===== config.mk =====
export PLATFORM = sky130hd
export DESIGN_NAME = led_digit_chain_command_framer
export DESIGN_NICKNAME = d
export VERILOG_FILES = /design/src/sv/ldf_pkg.sv /design/src/sv/ldf_csr.sv /design/src/sv/ldf_front.sv /design/src/sv/ldf_queue.sv /design/src/sv/ldf_back.sv /design/src/sv/led_digit_chain_command_framer.sv
export VERILOG_INCLUDE_DIRS = /design/src /design/src/sv
export SDC_FILE = /design/constraint.sdc
export NUM_CORES = 1
export LEC_CHECK = 0
export ABC_AREA = 1
export BUFFER_PORTS_ARGS = -buffer_cell sky130_fd_sc_hd__buf_2
export CAP_MARGIN = 20
export CORE_MARGIN = 5
export CORE_UTILIZATION = 40
export DETAILED_ROUTE_END_ITERATION = 10
export PLACE_DENSITY = 0.65
export REMOVE_ABC_BUFFERS = 1
export SETUP_SLACK_MARGIN = 0.3
export SLEW_MARGIN = 20
export SYNTH_ARGS = -nofsm -noshare
export SYNTH_HDL_FRONTEND = slang
export SYNTH_HIERARCHICAL = 1
export SYNTH_SLANG_ARGS = --single-unit

===== constraint.sdc =====
create_clock -name clock -period 12.7 [get_ports clock]
set_input_delay 2.54 -clock clock [delete_from_list [all_inputs] [get_ports clock]]
set_output_delay 2.54 -clock clock [all_outputs]
set_load 0.02 [all_outputs]

===== src/sv/led_digit_chain_command_framer_defines.svh =====
// Assertion helpers for the LED digit chain framer.
`ifndef LED_DIGIT_CHAIN_COMMAND_FRAMER_DEFINES_SVH
`define LED_DIGIT_CHAIN_COMMAND_FRAMER_DEFINES_SVH

// Same-cycle implication, disabled in reset
`define LDF_ASSERT_NOW(label, clk, rst, ante, cons) \
   label: assert property (@(posedge clk) disable iff (rst) (ante) |-> (cons)) \
      else $error("ldf check failed");

// Next-cycle implication, disabled in reset
`define LDF_ASSERT_NEXT(label, clk, rst, ante, cons) \
   label: assert property (@(posedge clk) disable iff (rst) (ante) |=> (cons)) \
      else $error("ldf check failed");

`endif


===== src/sv/ldf_pkg.sv =====
package ldf_pkg;

   // chain limits
   localparam int unsigned MAX_CHAIN       = 8;
   localparam int unsigned DIGITS_PER_CHIP = 8;
   localparam int unsigned FRAME_CAP       = 64 / DIGITS_PER_CHIP;
   localparam int unsigned CHAIN_CAP       = (MAX_CHAIN < FRAME_CAP) ? MAX_CHAIN : FRAME_CAP;
   localparam int unsigned QUEUE_DEPTH     = 4;

   // chip register and data codes
   localparam logic [3:0] INTENSITY_REG = 4'h0A;
   localparam logic [7:0] MAX_INTENSITY = 8'h0F;
   localparam logic [7:0] BLANK_CODE    = 8'h0F;
   localparam logic [7:0] DP_BIT        = 8'h80;

   // characters
   localparam logic [7:0] CHAR_NUL = 8'h00;
   localparam logic [7:0] CHAR_DOT = 8'h2E;

   typedef enum logic [1:0] {
      REQ_DIGIT = 2'd0,
      REQ_BCAST = 2'd1,
      REQ_CLEAR = 2'd2,
      REQ_TEXT  = 2'd3
   } req_kind_type;

   typedef enum logic [1:0] {
      CSR_CHAIN_LENGTH = 2'd0,
      CSR_DIGIT_COUNT  = 2'd1,
      CSR_MIRRORED     = 2'd2,
      CSR_BCD_MODE     = 2'd3
   } csr_idx_type;

   typedef enum logic [1:0] {
      OP_REJECT = 2'd0,
      OP_TARGET = 2'd1,
      OP_BCAST  = 2'd2,
      OP_CLEAR  = 2'd3
   } op_type;

   typedef struct packed {
      logic [1:0] req_type;
      logic [5:0] digit_index;
      logic [3:0] reg_addr;
      logic [7:0] data_value;
      logic [7:0] text_char;
      logic       text_first;
      logic       text_last;
   } req_data_type;

   typedef struct packed {
      logic [15:0] frame_word;
      logic        frame_end;
      logic        run_last;
      logic        rejected;
   } rsp_data_type;

   // effective configuration seen by front and back
   typedef struct packed {
      logic [3:0] chain;
      logic [6:0] digits;
      logic       mirrored;
      logic       bcd_mode;
   } cfg_type;

   // one queued command: up to two targeted frames, or a broadcast/clear/reject
   typedef struct packed {
      op_type      op;
      logic        two;
      logic [2:0]  chip_a;
      logic [15:0] word_a;
      logic [2:0]  chip_b;
      logic [15:0] word_b;
   } cmd_type;

   typedef struct packed {
      logic full;
      logic empty;
   } q_stat_type;

   typedef struct packed {
      logic [2:0]  chip;
      logic [15:0] word;
   } dframe_type;

   // digit position to chip and word, with optional mirroring
   function automatic dframe_type digit_frame(logic [6:0] pos, logic [7:0] val,
                                              logic [6:0] digits, logic mirror);
      logic [6:0] d;
      dframe_type f;
      d = mirror ? (digits - pos - 7'd1) : pos;
      f.chip = d[5:3];
      f.word = {4'b0000, {1'b0, d[2:0]} + 4'd1, val};
      return f;
   endfunction

   function automatic logic [7:0] bcd_code(logic [7:0] c);
      logic [7:0] r;
      if (c >= 8'h30 && c <= 8'h39) begin
         r = c - 8'h30;
      end else begin
         unique case (c)
            8'h2D:        r = 8'h0A;
            8'h45, 8'h65: r = 8'h0B;
            8'h48, 8'h68: r = 8'h0C;
            8'h4C, 8'h6C: r = 8'h0D;
            8'h50, 8'h70: r = 8'h0E;
            default:      r = BLANK_CODE;
         endcase
      end
      return r;
   endfunction

endpackage


===== src/sv/ldf_csr.sv =====
module ldf_csr (
   input  logic                 clock,
   input  logic                 reset,
   input  logic                 psel,
   input  logic                 penable,
   input  logic                 pwrite,
   input  logic [3:0]           paddr,
   input  logic [31:0]          pwdata,
   output logic [31:0]          prdata,
   output logic                 pready,
   output ldf_pkg::cfg_type     cfg
);

   logic [3:0] chain_length_ff;
   logic [6:0] digit_count_ff;
   logic       mirrored_ff;
   logic       bcd_mode_ff;
   logic       wr_en;
   logic [3:0] chain_eff;
   logic [6:0] cap;
   ldf_pkg::csr_idx_type idx;

   assign pready = 1'b1;
   assign wr_en  = psel && penable && pwrite;
   assign idx    = ldf_pkg::csr_idx_type'(paddr[3:2]);

   // register writes
   always_ff @(posedge clock) begin
      if (reset) begin
         chain_length_ff <= 4'd1;
         digit_count_ff  <= 7'd0;
         mirrored_ff     <= 1'b0;
         bcd_mode_ff     <= 1'b0;
      end else if (wr_en) begin
         unique case (idx)
            ldf_pkg::CSR_CHAIN_LENGTH: chain_length_ff <= pwdata[3:0];
            ldf_pkg::CSR_DIGIT_COUNT:  digit_count_ff  <= pwdata[6:0];
            ldf_pkg::CSR_MIRRORED:     mirrored_ff     <= pwdata[0];
            ldf_pkg::CSR_BCD_MODE:     bcd_mode_ff     <= pwdata[0];
         endcase
      end
   end

   // read mux
   always_comb begin
      unique case (idx)
         ldf_pkg::CSR_CHAIN_LENGTH: prdata = {28'd0, chain_length_ff};
         ldf_pkg::CSR_DIGIT_COUNT:  prdata = {25'd0, digit_count_ff};
         ldf_pkg::CSR_MIRRORED:     prdata = {31'd0, mirrored_ff};
         ldf_pkg::CSR_BCD_MODE:     prdata = {31'd0, bcd_mode_ff};
      endcase
   end

   // effective chain and digit count
   always_comb begin
      if (chain_length_ff == 4'd0) begin
         chain_eff = 4'd1;
      end else if (chain_length_ff > 4'(ldf_pkg::CHAIN_CAP)) begin
         chain_eff = 4'(ldf_pkg::CHAIN_CAP);
      end else begin
         chain_eff = chain_length_ff;
      end
      cap = {chain_eff, 3'b000};
      cfg.chain    = chain_eff;
      cfg.digits   = (digit_count_ff == 7'd0 || digit_count_ff > cap) ? cap : digit_count_ff;
      cfg.mirrored = mirrored_ff;
      cfg.bcd_mode = bcd_mode_ff;
   end

endmodule


===== src/sv/ldf_front.sv =====
module ldf_front (
   input  logic                  clock,
   input  logic                  reset,
   input  logic                  req_valid,
   output logic                  req_ready,
   input  ldf_pkg::req_data_type req_data,
   input  ldf_pkg::cfg_type      cfg,
   input  ldf_pkg::q_stat_type   q_stat,
   output logic                  q_push,
   output ldf_pkg::cmd_type      q_cmd
);

   logic [6:0] pos_ff, pos_in;
   logic       pv_ff, pv_in;
   logic [7:0] code_ff, code_in;

   logic       accept;
   logic       has_cmd;
   ldf_pkg::req_kind_type kind;
   ldf_pkg::dframe_type   fr_d, fr_a, fr_b;

   // text path intermediates
   logic [6:0] pos0, pos1;
   logic       pv0, pv1;
   logic [7:0] code_a, code1;
   logic       dot_merge, emit_a, emit_b;

   assign req_ready = !q_stat.full;
   assign accept    = req_valid && req_ready;
   assign q_push    = accept && has_cmd;
   assign kind      = ldf_pkg::req_kind_type'(req_data.req_type);

   // classify request, resolve text pending state
   always_comb begin
      q_cmd   = '0;
      has_cmd = 1'b1;
      pos_in  = pos_ff;
      pv_in   = pv_ff;
      code_in = code_ff;

      fr_d = ldf_pkg::digit_frame({1'b0, req_data.digit_index}, req_data.data_value,
                                  cfg.digits, cfg.mirrored);

      pos0      = req_data.text_first ? {1'b0, req_data.digit_index} : pos_ff;
      pv0       = req_data.text_first ? 1'b0 : pv_ff;
      dot_merge = (req_data.text_char == ldf_pkg::CHAR_DOT) && pv0;
      code_a    = dot_merge ? (code_ff | ldf_pkg::DP_BIT) : code_ff;
      emit_a    = pv0 && (pos0 < cfg.digits);
      fr_a      = ldf_pkg::digit_frame(pos0, code_a, cfg.digits, cfg.mirrored);
      pos1      = emit_a ? (pos0 + 7'd1) : pos0;
      if (req_data.text_char == ldf_pkg::CHAR_NUL || dot_merge) begin
         pv1   = 1'b0;
         code1 = code_a;
      end else begin
         pv1   = 1'b1;
         code1 = ldf_pkg::bcd_code(req_data.text_char);
      end
      emit_b = req_data.text_last && pv1 && (pos1 < cfg.digits);
      fr_b   = ldf_pkg::digit_frame(pos1, code1, cfg.digits, cfg.mirrored);

      unique case (kind)
         ldf_pkg::REQ_DIGIT: begin
            if ({1'b0, req_data.digit_index} >= cfg.digits) begin
               q_cmd.op = ldf_pkg::OP_REJECT;
            end else begin
               q_cmd.op     = ldf_pkg::OP_TARGET;
               q_cmd.chip_a = fr_d.chip;
               q_cmd.word_a = fr_d.word;
            end
         end
         ldf_pkg::REQ_BCAST: begin
            if (req_data.reg_addr == ldf_pkg::INTENSITY_REG &&
                req_data.data_value > ldf_pkg::MAX_INTENSITY) begin
               q_cmd.op = ldf_pkg::OP_REJECT;
            end else begin
               q_cmd.op     = ldf_pkg::OP_BCAST;
               q_cmd.word_a = {4'b0000, req_data.reg_addr, req_data.data_value};
            end
         end
         ldf_pkg::REQ_CLEAR: begin
            q_cmd.op     = ldf_pkg::OP_CLEAR;
            q_cmd.word_a = {8'h00, cfg.bcd_mode ? ldf_pkg::BLANK_CODE : 8'h00};
         end
         ldf_pkg::REQ_TEXT: begin
            if (!cfg.bcd_mode) begin
               q_cmd.op = ldf_pkg::OP_REJECT;
            end else begin
               q_cmd.op = ldf_pkg::OP_TARGET;
               has_cmd  = emit_a || emit_b;
               if (emit_a) begin
                  q_cmd.chip_a = fr_a.chip;
                  q_cmd.word_a = fr_a.word;
                  q_cmd.two    = emit_b;
                  q_cmd.chip_b = fr_b.chip;
                  q_cmd.word_b = fr_b.word;
               end else begin
                  q_cmd.chip_a = fr_b.chip;
                  q_cmd.word_a = fr_b.word;
               end
               pos_in  = emit_b ? (pos1 + 7'd1) : pos1;
               pv_in   = req_data.text_last ? 1'b0 : pv1;
               code_in = code1;
            end
         end
      endcase
   end

   // text state
   always_ff @(posedge clock) begin
      if (reset) begin
         pos_ff  <= 7'd0;
         pv_ff   <= 1'b0;
         code_ff <= 8'h00;
      end else if (accept) begin
         pos_ff  <= pos_in;
         pv_ff   <= pv_in;
         code_ff <= code_in;
      end
   end

endmodule


===== src/sv/ldf_queue.sv =====
module ldf_queue (
   input  logic                clock,
   input  logic                reset,
   input  logic                push,
   input  ldf_pkg::cmd_type    push_cmd,
   input  logic                pop,
   output ldf_pkg::cmd_type    head,
   output ldf_pkg::q_stat_type stat
);

   localparam int unsigned PTR_W = $clog2(ldf_pkg::QUEUE_DEPTH);
   localparam int unsigned CNT_W = $clog2(ldf_pkg::QUEUE_DEPTH + 1);

   ldf_pkg::cmd_type entry_ff [ldf_pkg::QUEUE_DEPTH];
   logic [PTR_W-1:0] wr_ptr_ff, rd_ptr_ff;
   logic [CNT_W-1:0] count_ff;

   assign head       = entry_ff[rd_ptr_ff];
   assign stat.full  = (count_ff == CNT_W'(ldf_pkg::QUEUE_DEPTH));
   assign stat.empty = (count_ff == '0);

   // entry storage
   always_ff @(posedge clock) begin
      if (push) begin
         entry_ff[wr_ptr_ff] <= push_cmd;
      end
   end

   // pointers
   always_ff @(posedge clock) begin
      if (reset) begin
         wr_ptr_ff <= '0;
         rd_ptr_ff <= '0;
         count_ff  <= '0;
      end else begin
         if (push) begin
            wr_ptr_ff <= wr_ptr_ff + PTR_W'(1);
         end
         if (pop) begin
            rd_ptr_ff <= rd_ptr_ff + PTR_W'(1);
         end
         if (push && !pop) begin
            count_ff <= count_ff + CNT_W'(1);
         end else if (pop && !push) begin
            count_ff <= count_ff - CNT_W'(1);
         end
      end
   end

endmodule


===== src/sv/ldf_back.sv =====
module ldf_back (
   input  logic                  clock,
   input  logic                  reset,
   input  ldf_pkg::cfg_type      cfg,
   input  ldf_pkg::cmd_type      head,
   input  ldf_pkg::q_stat_type   q_stat,
   output logic                  q_pop,
   output logic                  rsp_valid,
   input  logic                  rsp_ready,
   output ldf_pkg::rsp_data_type rsp_data
);

   logic [2:0] chip_ff, frm_ff;
   logic       rsp_valid_ff;
   ldf_pkg::rsp_data_type rsp_data_ff, rsp_data_in;

   logic [2:0]  chain_m1, frm_m1, cur_chip;
   logic [15:0] cur_word;
   logic        last_chip, done, load;

   assign rsp_valid = rsp_valid_ff;
   assign rsp_data  = rsp_data_ff;
   assign load      = !q_stat.empty && (!rsp_valid_ff || rsp_ready);
   assign q_pop     = load && done;

   // word for current chip and frame
   always_comb begin
      chain_m1  = 3'(cfg.chain - 4'd1);
      last_chip = (chip_ff == chain_m1);
      cur_chip  = frm_ff[0] ? head.chip_b : head.chip_a;
      cur_word  = frm_ff[0] ? head.word_b : head.word_a;
      frm_m1    = 3'd0;
      rsp_data_in = '0;
      unique case (head.op)
         ldf_pkg::OP_REJECT: begin
            rsp_data_in.rejected = 1'b1;
         end
         ldf_pkg::OP_TARGET: begin
            frm_m1 = {2'b00, head.two};
            rsp_data_in.frame_word = (chip_ff == cur_chip) ? cur_word : 16'h0000;
         end
         ldf_pkg::OP_BCAST: begin
            rsp_data_in.frame_word = head.word_a;
         end
         ldf_pkg::OP_CLEAR: begin
            frm_m1 = 3'd7;
            rsp_data_in.frame_word = {4'b0000, {1'b0, frm_ff} + 4'd1, head.word_a[7:0]};
         end
      endcase
      if (head.op == ldf_pkg::OP_REJECT) begin
         done = 1'b1;
      end else begin
         rsp_data_in.frame_end = last_chip;
         done = last_chip && (frm_ff == frm_m1);
      end
      rsp_data_in.run_last = done;
   end

   // frame and chip counters
   always_ff @(posedge clock) begin
      if (reset) begin
         chip_ff <= 3'd0;
         frm_ff  <= 3'd0;
      end else if (load) begin
         if (done) begin
            chip_ff <= 3'd0;
            frm_ff  <= 3'd0;
         end else if (last_chip) begin
            chip_ff <= 3'd0;
            frm_ff  <= frm_ff + 3'd1;
         end else begin
            chip_ff <= chip_ff + 3'd1;
         end
      end
   end

   // output register
   always_ff @(posedge clock) begin
      if (reset) begin
         rsp_valid_ff <= 1'b0;
      end else if (load) begin
         rsp_valid_ff <= 1'b1;
      end else if (rsp_ready) begin
         rsp_valid_ff <= 1'b0;
      end
   end

   always_ff @(posedge clock) begin
      if (load) begin
         rsp_data_ff <= rsp_data_in;
      end
   end

endmodule


===== src/sv/led_digit_chain_command_framer.sv =====
// Channel   Direction  Handshake             Payload
// req       in         req_valid/req_ready   req_data (ldf_pkg::req_data_type)
// rsp       out        rsp_valid/rsp_ready   rsp_data (ldf_pkg::rsp_data_type)
// csr       in         psel/penable/pready   paddr, pwdata, prdata (32 bit)
//
// The back end sends one word per cycle while a command waits and rsp_ready allows:
// per chip a digit or register request gives one word, a clear 8, two-digit text 2.
// Requests are taken every cycle while the 4-entry command queue has room.
// Rejected requests give one word; text that only buffers a digit gives none.
// Reset is synchronous; it empties the queue and clears the text position.
// No clearing pass: the block takes requests in the cycle after reset.
`include "led_digit_chain_command_framer_defines.svh"

module led_digit_chain_command_framer (
   input  logic                  clock,
   input  logic                  reset,
   input  logic                  req_valid,
   output logic                  req_ready,
   input  ldf_pkg::req_data_type req_data,
   output logic                  rsp_valid,
   input  logic                  rsp_ready,
   output ldf_pkg::rsp_data_type rsp_data,
   input  logic                  psel,
   input  logic                  penable,
   input  logic                  pwrite,
   input  logic [3:0]            paddr,
   input  logic [31:0]           pwdata,
   output logic [31:0]           prdata,
   output logic                  pready
);

   ldf_pkg::cfg_type    cfg;
   ldf_pkg::cmd_type    q_cmd, q_head;
   ldf_pkg::q_stat_type q_stat;
   logic                q_push, q_pop;

   ldf_csr u_csr (
      .clock   (clock),
      .reset   (reset),
      .psel    (psel),
      .penable (penable),
      .pwrite  (pwrite),
      .paddr   (paddr),
      .pwdata  (pwdata),
      .prdata  (prdata),
      .pready  (pready),
      .cfg     (cfg)
   );

   ldf_front u_front (
      .clock     (clock),
      .reset     (reset),
      .req_valid (req_valid),
      .req_ready (req_ready),
      .req_data  (req_data),
      .cfg       (cfg),
      .q_stat    (q_stat),
      .q_push    (q_push),
      .q_cmd     (q_cmd)
   );

   ldf_queue u_queue (
      .clock    (clock),
      .reset    (reset),
      .push     (q_push),
      .push_cmd (q_cmd),
      .pop      (q_pop),
      .head     (q_head),
      .stat     (q_stat)
   );

   ldf_back u_back (
      .clock     (clock),
      .reset     (reset),
      .cfg       (cfg),
      .head      (q_head),
      .q_stat    (q_stat),
      .q_pop     (q_pop),
      .rsp_valid (rsp_valid),
      .rsp_ready (rsp_ready),
      .rsp_data  (rsp_data)
   );

   // queue never overflows or underflows
   `LDF_ASSERT_NOW(a_no_overflow, clock, reset, q_push && !q_pop, !q_stat.full)
   `LDF_ASSERT_NOW(a_no_underflow, clock, reset, q_pop, !q_stat.empty)
   // a refused request is a single empty closing word
   `LDF_ASSERT_NOW(a_reject_shape, clock, reset, rsp_valid && rsp_data.rejected,
      rsp_data.run_last && !rsp_data.frame_end && rsp_data.frame_word == 16'h0000)
   // a command only finishes at a frame boundary
   `LDF_ASSERT_NOW(a_last_on_end, clock, reset,
      rsp_valid && rsp_data.run_last && !rsp_data.rejected, rsp_data.frame_end)
   // after a pop the queue has room for the next request
   `LDF_ASSERT_NEXT(a_pop_restart, clock, reset, q_pop, !q_stat.full)

endmodule

* Word level (Yosys, flattened, before mapping)
Memory sizes are Yosys's and may differ from the RTL's. A register that Yosys moved wholly into a read port is not among the register bits.
Index checks and enable logic that the tools add are counted.
** Operators by class
- $add $sub $neg :: 20
- Multiply operators :: 0
- Div/mod/pow operators :: 0
- Order comparisons :: 8
- Eq/ne operators :: 24
- Shift-type cells :: 0
- Multiplexer cells :: 53
- Bitwise logic cells :: 0
- Reductions and logical operators :: 44
** Operator list (number)
- 32-bit case mux with 4 select lines :: 1
- 19-bit two-way mux :: 4
- 8-bit by 7-bit == test with 1-bit output (second input constant) :: 8
- 16-bit case mux with 4 select lines :: 1
- 16-bit case mux with 3 select lines :: 1
- 39-bit two-way mux :: 1
- 16-bit two-way mux :: 2
- 7-bit two-way mux :: 4
- 8-bit two-way mux :: 3
- 3-bit two-way mux :: 7
- 6-bit two-way mux :: 3
- 6-bit by 1-bit subtractor with 6-bit output (second input constant) :: 3
- 6-bit subtractor :: 3
- 3-bit by 1-bit adder with 4-bit output (second input constant) :: 4
- 8-bit by 6-bit == test with 1-bit output (second input constant) :: 2
- 1-bit logical AND :: 15
- 1-bit two-way mux :: 15
- 3-bit case mux with 5 select lines :: 1
- 7-bit by 1-bit adder with 7-bit output (second input constant) :: 2
- 7-bit < comparator :: 2
- 2-bit == test (second input constant) :: 6
- 12-bit two-way mux :: 1
- 4-bit two-way mux :: 3
- 3-bit case mux with 2 select lines :: 2
- other kinds (27) :: 55
** Word-level totals
- Register bits :: 62
- Bits in latches :: 0
- Memory bits (writable) :: 164
- Memory bits (read-only) :: 0
- Input bits :: 73
- Output and inout port bits :: 54
- Logic and storage cells :: 167
- Memories :: 1
** Memories
- u_queue.entry_ff :: words 4, bits a word 41, rd ports 1, clocked after Yosys merged registers in 1, write ports 1, RTL line ldf_queue.sv:14 : ldf_pkg::cmd_type entry_ff [ldf_pkg::QUEUE_DEPTH];

* Longest topological paths before layout
Gate-level depths: netlist of the first run.
- Word-level depth :: 19
- Gate-level depth with buffers :: 41
- Mapped depth without buffers :: 41

* Hierarchy
Netlist of the first run, hierarchy kept.
** Modules (own cells, without submodules)
- ldf_queue :: times used 1, cells an instance 454, area an instance 6518.8 um^2, seq. area each 5104.9 um^2
- ldf_front :: times used 1, cells an instance 553, area an instance 3305.7 um^2, seq. area each 320.3 um^2
- ldf_back :: times used 1, cells an instance 235, area an instance 1677.9 um^2, seq. area each 710.7 um^2
- ldf_csr :: times used 1, cells an instance 156, area an instance 1036.0 um^2, seq. area each 260.2 um^2

* Worst setup path after synthesis of the first run
OpenSTA, ideal clock, no wires.
- Path type :: input port to flip-flop
- From :: in req_data[1] (netlist bit)
- To :: mem u_queue/entry_ff[0][0] (netlist bit) (enable)
- Setup time :: 0.395 ns
- Data arrival time :: 6.610 ns
- Data required time :: 12.305 ns
- Path slack :: 5.694 ns
- Stages :: 22
- Path buffers :: 1
- Cells stage by stage :: buf_6 > o21ai_1 > inv_1 > ha_1 > nand2_1 > nor2_1 > inv_1 > nor2_2 > nor2_8 > nand4_1 > xor2_2 > inv_2 > ha_1 > nand2_1 > inv_1 > nand2_1 > a21oi_1 > o21ai_0 > nand2_1 > a211oi_1 > nand2_1 > inv_1
** On the way
- Word-level cells in the longest chain between the ends :: 12
- Elaborated cells between the ends (all ways) :: 18
- Classes of those cells :: add/sub (1); order compare (2); mux (8); reduce/logical (7)
** Ends and longest elaborated chain
- start: declaration :: RTL line led_digit_chain_command_framer.sv:19 : input ldf_pkg::req_data_type req_data,
- 7-bit two-way mux or 1-bit two-way mux (tied branches) :: RTL line ldf_front.sv:44, ldf_front.sv:45
- 7-bit < comparator or 1-bit logical AND (tied branches) :: RTL line ldf_front.sv:48, ldf_front.sv:46
- 1-bit logical AND or 1-bit logical OR (tied branches) :: RTL line ldf_front.sv:48, ldf_front.sv:51
- 7-bit two-way mux or 1-bit two-way mux (tied branches) :: RTL line ldf_front.sv:50, ldf_front.sv:51
- 7-bit < comparator or 1-bit logical AND (tied branches) :: RTL line ldf_front.sv:58 : emit_b = req_data.text_last && pv1 && (pos1 < cfg.digits);
- 1-bit logical AND :: RTL line ldf_front.sv:58
- 1-bit logical OR (*) :: RTL line ldf_front.sv:89 : has_cmd = emit_a || emit_b;
- 1-bit two-way mux (*) :: RTL line ldf_front.sv:85 : if (!cfg.bcd_mode) begin
- 1-bit two-way mux (*) :: RTL line ldf_front.sv:61 : unique case (kind)
- 1-bit logical AND (*) :: RTL line ldf_front.sv:30 : assign q_push = accept && has_cmd;
- via q_push :: RTL line led_digit_chain_command_framer.sv:35 : logic q_push, q_pop;
- 1-bit two-way mux (*) :: RTL line ldf_queue.sv:24 : if (push) begin
- 1-bit two-way mux (implied by the code) (*) :: RTL line ldf_queue.sv:25 : entry_ff[wr_ptr_ff] <= push_cmd;
- end: declaration :: RTL line ldf_queue.sv:14
The timed path passes the listed nets; every way through them passes the cells marked *.

* Worst setup path after layout of the first run
- From :: in req_data[1] (netlist bit)
- To :: reg u_queue.count_ff[2]
** On the way
- Word-level cells in the longest chain between the ends :: 13
- Elaborated cells between the ends (all ways) :: 21
- Classes of those cells :: add/sub (1); order compare (2); mux (7); reduce/logical (11)
** Ends and longest elaborated chain
- 7-bit two-way mux or 1-bit two-way mux (tied branches) :: RTL line ldf_front.sv:44, ldf_front.sv:45
- 7-bit < comparator or 1-bit logical AND (tied branches) :: RTL line ldf_front.sv:48, ldf_front.sv:46
- 1-bit logical AND or 1-bit logical OR (tied branches) :: RTL line ldf_front.sv:48, ldf_front.sv:51
- 7-bit two-way mux or 1-bit two-way mux (tied branches) :: RTL line ldf_front.sv:50, ldf_front.sv:51
- 7-bit < comparator or 1-bit logical AND (tied branches) :: RTL line ldf_front.sv:58
- 1-bit logical AND :: RTL line ldf_front.sv:58
- 1-bit logical OR (*) :: RTL line ldf_front.sv:89
- 1-bit two-way mux (*) :: RTL line ldf_front.sv:85
- 1-bit two-way mux (*) :: RTL line ldf_front.sv:61
- 1-bit logical AND (*) :: RTL line ldf_front.sv:30
- via q_push :: RTL line led_digit_chain_command_framer.sv:35
- 1-bit logical NOT :: RTL line ldf_queue.sv:44 : end else if (pop && !push) begin
- 1-bit logical AND :: RTL line ldf_queue.sv:44
- 2-bit nonzero test (no line)
- end signal: assignment :: RTL line ldf_queue.sv:43 : count_ff <= count_ff + CNT_W'(1);
- end signal: assignment :: RTL line ldf_queue.sv:45 : count_ff <= count_ff - CNT_W'(1);
- end: declaration :: RTL line ldf_queue.sv:16 : logic [CNT_W-1:0] count_ff;
Marked as above.
A chain may end at the register's enable or synchronous reset.

==> out/metrics.cfg, run 1 <==
[outcome]
status = complete, no violations

[floorplanning]
start_util = 0.408
die_area_um2 = 35000
ios = 127
coreArea_um2 = 30700
die_h_um = 187
fp.dieW_um = 187
rows = 64

[routing]
ant_nets = 0
drt_wl_total_um = 30600
drt_iter0_markers = 913
drtPass1Iterations = 7
wl_per_cell_um = 16.3
via_per_inst = 5.16
drc = 0
vias = 9682

[critical_path]
r2r_start = u_csr/chain_length_ff[1]$_SDFFE_PP0P_
rrSetupSlack_ns = 5.92
critical_path_peak_fanout = 9
max_stage_delay_ns = 0.70
crit_slowest_cell = a211oi_1
cp_top_family = compound AO/OA/AOI/OAI gates
cp.required_ns = 13.13
endpoint_kind = flop
worst_setup_path_start_kind = input port
rr_worst_depth = 37
cpMostUsedCell = inv_1
cp.buffers_inverters = 7
crit_arrival_ns = 7.69
r2r-end = u_queue/count_ff[2]$_SDFFE_PP0P_
critPathKind = input port to flop

[global_routing]
grtUsageTotal = 0.169
grt_overflow_total = 0
antenna_found_initial = 0
grt_pass1_wl_um = 48800
grt_max_degree = 63
grt_pass1_vias = 9212

[power]
p_comb_frac = 0.281
pwr-share-seq = 0.408
finalPower_mw = 2.35
swShare = 0.342
clkPwrFrac = 0.311
internal_power_mw = 1.55
ir_drop_mv = 0.0765
p_sw_uw = 804
power-per-cell-area_nw_per_um2 = 169
power.leakage_nw = 5.94

[sta]
hold_viol = 0
maxSlewHeadroom = 0.321
drv_slew = 0
period_minus_slack_ns = 7.26
finClkSkew_ns = 0.0149
grt_setup_unrepaired = no
setup_viol = 0
timing.fmax_mhz = 138
layout_setup_ws_ns = 5.44
tns_ns = 0
worst_pin_slew_ns = 1.02
period_share = 0.572

[clock_tree]
cts.repair.resized = 0
cts.sinks = 228
cts_tree = built
htreeDepth = 1
cts_hold_buf = 0
cts_made_buffers = 25
clkTransAtPathRegs_ns = 0.06
post_cts_buffers = 0
insertion_delay_ns = 0.53
cts_root_buf = clkbuf_16
cts_buffer_depth = 3

[final_layout]
area_growth_pct = 10.9
n_fill_cell = 2971
multiInputGateArea_um2 = 5100
antenna_cells = 0
seqCellArea_um2 = 6400
fin_nets = 1592
drive_above_1_share = 0.122

[logic_synthesis]
synthCells = 1397
synth_warnings = 6
syn_area_per_cell_um2 = 8.97
synthesis.area_um2 = 12500

[job]
cap_violations = 0

[hold_path]
hold_path_class = flop to flop
hold_depth = 1
worstHoldEndpoint = u_queue/rd_ptr_ff[1]$_SDFFE_PP0P_
hp-start = u_queue/rd_ptr_ff[1]$_SDFFE_PP0P_

[place]
place_congestion = 0.988
place_ws_ns = 4.92
hpwlAfterDp_um = 20700
io_buffers = 73

## cell usage in the layout, fill, tap and decap left out, types with 51 or more instances in the layout
cell type and instances:
nand3_1 55, o21ai_0 95, o21ai_1 51, a21oi_1 60, inv_1 147, ha_1 54, edfxtp_1 183, buf_2 73
nor2_1 168, nand2_1 289
## flip-flops by register name, summed over array words and instances, names as in the netlist, named ones only
signal / flops
u_queue/entry_ff: 164
u_back/frm_ff: 3
u_back/rsp_data: 19
u_csr/bcd_mode_ff: 1
u_back/chip_ff: 3
u_back/rsp_valid: 1
u_front/pv_ff: 1
u_csr/digit_count_ff: 7
u_csr/mirrored_ff: 1
u_csr/chain_length_ff: 4
u_queue/count_ff: 3
u_queue/rd_ptr_ff: 2
u_queue/wr_ptr_ff: 2
u_front/code_ff: 8
u_front/pos_ff: 7
## through the flow
step / std cells / hold slack, ns / utilization / instance area (um^2)
floorplan: 1349 / 0.412 / - / 12100
global placement: 1830 / 0.424 / 0.424 / 13100
detailed placement: 1830 / 0.436 / 0.424 / 13100
CTS: 1876 / 0.443 / 0.452 / 13900
global route: 1877 / 0.472 / 0.452 / 13900
finish: 1877 / 0.444 / 0.452 / 13900
## power groups by stage
| stage | Sequential [mW] | Combinational [mW] | Clock [mW] |
|---|---|---|---|
| global route | 0.970 | 0.744 | 0.779 |
| floorplan | 1.03 | 0.394 | 0 |
| global placement | 0.975 | 0.653 | 0 |
| CTS | 0.961 | 0.663 | 0.745 |
| detailed placement | 0.976 | 0.662 | 0 |
| finish | 0.959 | 0.660 | 0.730 |
## routing by layer
metal | share of wire | wire length [um] | vias up | GRT usage
met4 | 0.021 | 653 | 0 | 0.0404
met5 | 0 | 0 | - | 0
li1 | - | - | 4779 | -
met1 | 0.45 | 13700 | 4569 | 0.228
met2 | 0.48 | 14700 | 283 | 0.291
met3 | 0.051 | 1560 | 51 | 0.0237
## final cells by class
| class | instances | area share |
|---|---|---|
| repair buffers | 86 | 0.0333 |
| clock inverters | 10 | 0.00909 |
| flip-flops and latches | 228 | 0.460 |
| inverters | 158 | 0.0432 |
| multi-input cells | 963 | 0.367 |
| clock buffers | 36 | 0.0516 |
| well taps | 396 | 0.0356 |
## worst max-delay path by stage
stage / slack [ns] / end / depth (start not counted) / from
finish: 5.44 / u_queue/count_ff[2]$_SDFFE_PP0P_ / 27 / req_data[1]
global route: 5.01 / u_queue/count_ff[2]$_SDFFE_PP0P_ / 29 / req_data[26]
CTS: 5.44 / u_queue/count_ff[2]$_SDFFE_PP0P_ / 27 / req_data[1]
detailed placement: 4.92 / u_queue/count_ff[2]$_SDFFE_PP0P_ / 27 / req_data[1]
global placement: 5.02 / u_queue/count_ff[2]$_SDFFE_PP0P_ / 27 / req_data[1]
floorplan: 5.81 / u_queue/entry_ff[0][0]$_DFFE_PP_ / 23 / req_data[26]
No activity file was read; power rests on OpenSTA's default activity.
==> run 2: changes to the inputs <==
clock period = 7.1 ns   (was 12.7 ns; I/O delays follow)
==> out/metrics.cfg, run 2 (synthesis gave the netlist of run 1 again) <==
[outcome]
status = complete, no violations

[critical_path]
cpMostUsedCell = nand2_1
crit_arrival_ns = 6.51
rrSetupSlack_ns = 1.02
worst_setup_path_start_kind = flop
max_stage_delay_ns = 0.39
critPathKind = flop to flop
cp.required_ns = 7.52
r2r-end = u_queue/count_ff[2]$_SDFFE_PP0P_
critical_path_peak_fanout = 9
r2r_start = u_csr/chain_length_ff[2]$_SDFFE_PP0P_
rr_worst_depth = 39
crit_slowest_cell = nor2_1
endpoint_kind = flop
crit_start = u_csr/chain_length_ff[2]$_SDFFE_PP0P_

[routing]
drt_iter0_markers = 637
met1_length_um = 13300
via_per_inst = 5.08
ant_nets = 0
drc = 0
route.met2.wl_um = 14500
wl_met3_um = 1670
drtPass1Iterations = 5
wl_per_cell_um = 16.0
top_layer = met5
drt_wl_total_um = 30000
vias = 9545

[clock_tree]
cts_buffer_depth = 3
cts_root_buf = clkbuf_16
cts.sinks = 228
cts_tree = built
insertion_delay_ns = 0.54
cts.repair.resized = 0
clkTransAtPathRegs_ns = 0.06
post_cts_buffers = 0
cts_hold_buf = 0
cts_made_buffers = 26
htreeDepth = 1

[sta]
setup_viol = 0
finClkSkew_ns = 0.0140
period_minus_slack_ns = 6.08
period_share = 0.857
timing.fmax_mhz = 164
worst_pin_slew_ns = 1.11
drv_slew = 0
tns_ns = 0
grt_setup_unrepaired = no
maxSlewHeadroom = 0.257
hold_viol = 0

[floorplanning]
coreArea_um2 = 30700
die_h_um = 187
start_util = 0.408
die_area_um2 = 35000
fp.dieW_um = 187
rows = 64
ios = 127

[final_layout]
largest_reg_flops = 164
final_common_cell = nand2_1
fin_nets = 1594
final_cell_mix = 289 x nand2_1, 183 x edfxtp_1, 168 x nor2_1
drive_above_1_share = 0.121
n_fill_cell = 2990
top_register = u_queue/entry_ff
antenna_cells = 0
utilization = 0.453
area_growth_pct = 11.0

[place]
io_buffers = 73
hpwlAfterDp_um = 20600
place_congestion = 0.932

[global_routing]
antenna_found_initial = 1
grt_max_degree = 75
grt_overflow_total = 0
grt_pass1_wl_um = 48600
grt_pass1_vias = 9168
grtUsageTotal = 0.169

[power]
p_sw_mw = 1.43
power.leakage_nw = 5.94
p_comb_frac = 0.287
internal_power_mw = 2.71
clkPwrFrac = 0.301
pwr-share-seq = 0.412
swShare = 0.346
power-per-cell-area_nw_per_um2 = 298
ir_drop_mv = 0.144

[job]
cap_violations = 0

[hold_path]
hold_depth = 1
hp-start = u_queue/rd_ptr_ff[1]$_SDFFE_PP0P_
hold_path_class = flop to flop

-- run 2: critical path, delay by kind of cell, from the launching register on --
family	cells	cell delay, ns
AO/OA/AOI/OAI	3	0.46
adder cells (fa/ha/maj)	5	1.58
flip-flops	1	0.30
AND/OR/NAND/NOR	20	2.36
XOR/XNOR	1	0.28
buffers and inverters	10	0.98
-- run 2: worst max path at each step --
stage,endpoint,slack [ns]
2_1_floorplan,u_queue/entry_ff[0][0]$_DFFE_PP_,1.33
3_3_place_gp,u_queue/count_ff[2]$_SDFFE_PP0P_,1.00
3_5_place_dp,u_queue/count_ff[2]$_SDFFE_PP0P_,1.04
4_1_cts,u_queue/count_ff[2]$_SDFFE_PP0P_,0.99
5_1_grt,u_queue/count_ff[2]$_SDFFE_PP0P_,0.41
6_report,u_queue/count_ff[2]$_SDFFE_PP0P_,1.02
-- run 2: cell type report --
class	count	area (um^2)	area share
clock buffers	32	683	0.0491
clock inverters	14	118	0.00845
inverters	158	601	0.0432
multi-input cells	963	5100	0.367
flip-flops and latches	228	6400	0.460
well taps	396	495	0.0356
repair buffers	87	520	0.0374
-- run 2: power groups by stage --
stage               sequential [mW]  clock (mW)  combinational (mW)
global placement               1.74           0                1.17
floorplan                      1.84           0               0.705
CTS                            1.71        1.28                1.20
detailed placement             1.74           0                1.20
finish                         1.71        1.25                1.19
global route                   1.72        1.33                1.34
-- run 2: layer usage --
| metal | vias up | track usage |
|---|---|---|
| li1 | 4779 | - |
| met1 | 4475 | 0.228 |
| met2 | 244 | 0.291 |
| met3 | 45 | 0.0237 |
| met4 | 2 | 0.0378 |
| met5 | - | 0 |
-- run 2: metrics by stage --
stage / setup slack, ns / cells / hold slack (ns) / cell area [um^2] / power (mW)
floorplan: 1.33 / 1349 / 0.412 / 12100 / 2.54
global placement: 1.00 / 1832 / 0.423 / 13100 / 2.91
detailed placement: 1.04 / 1832 / 0.431 / 13100 / 2.94
CTS: 0.994 / 1878 / 0.439 / 13900 / 4.19
global route: 0.412 / 1878 / 0.456 / 13900 / 4.39
finish: 1.02 / 1878 / 0.441 / 13900 / 4.14
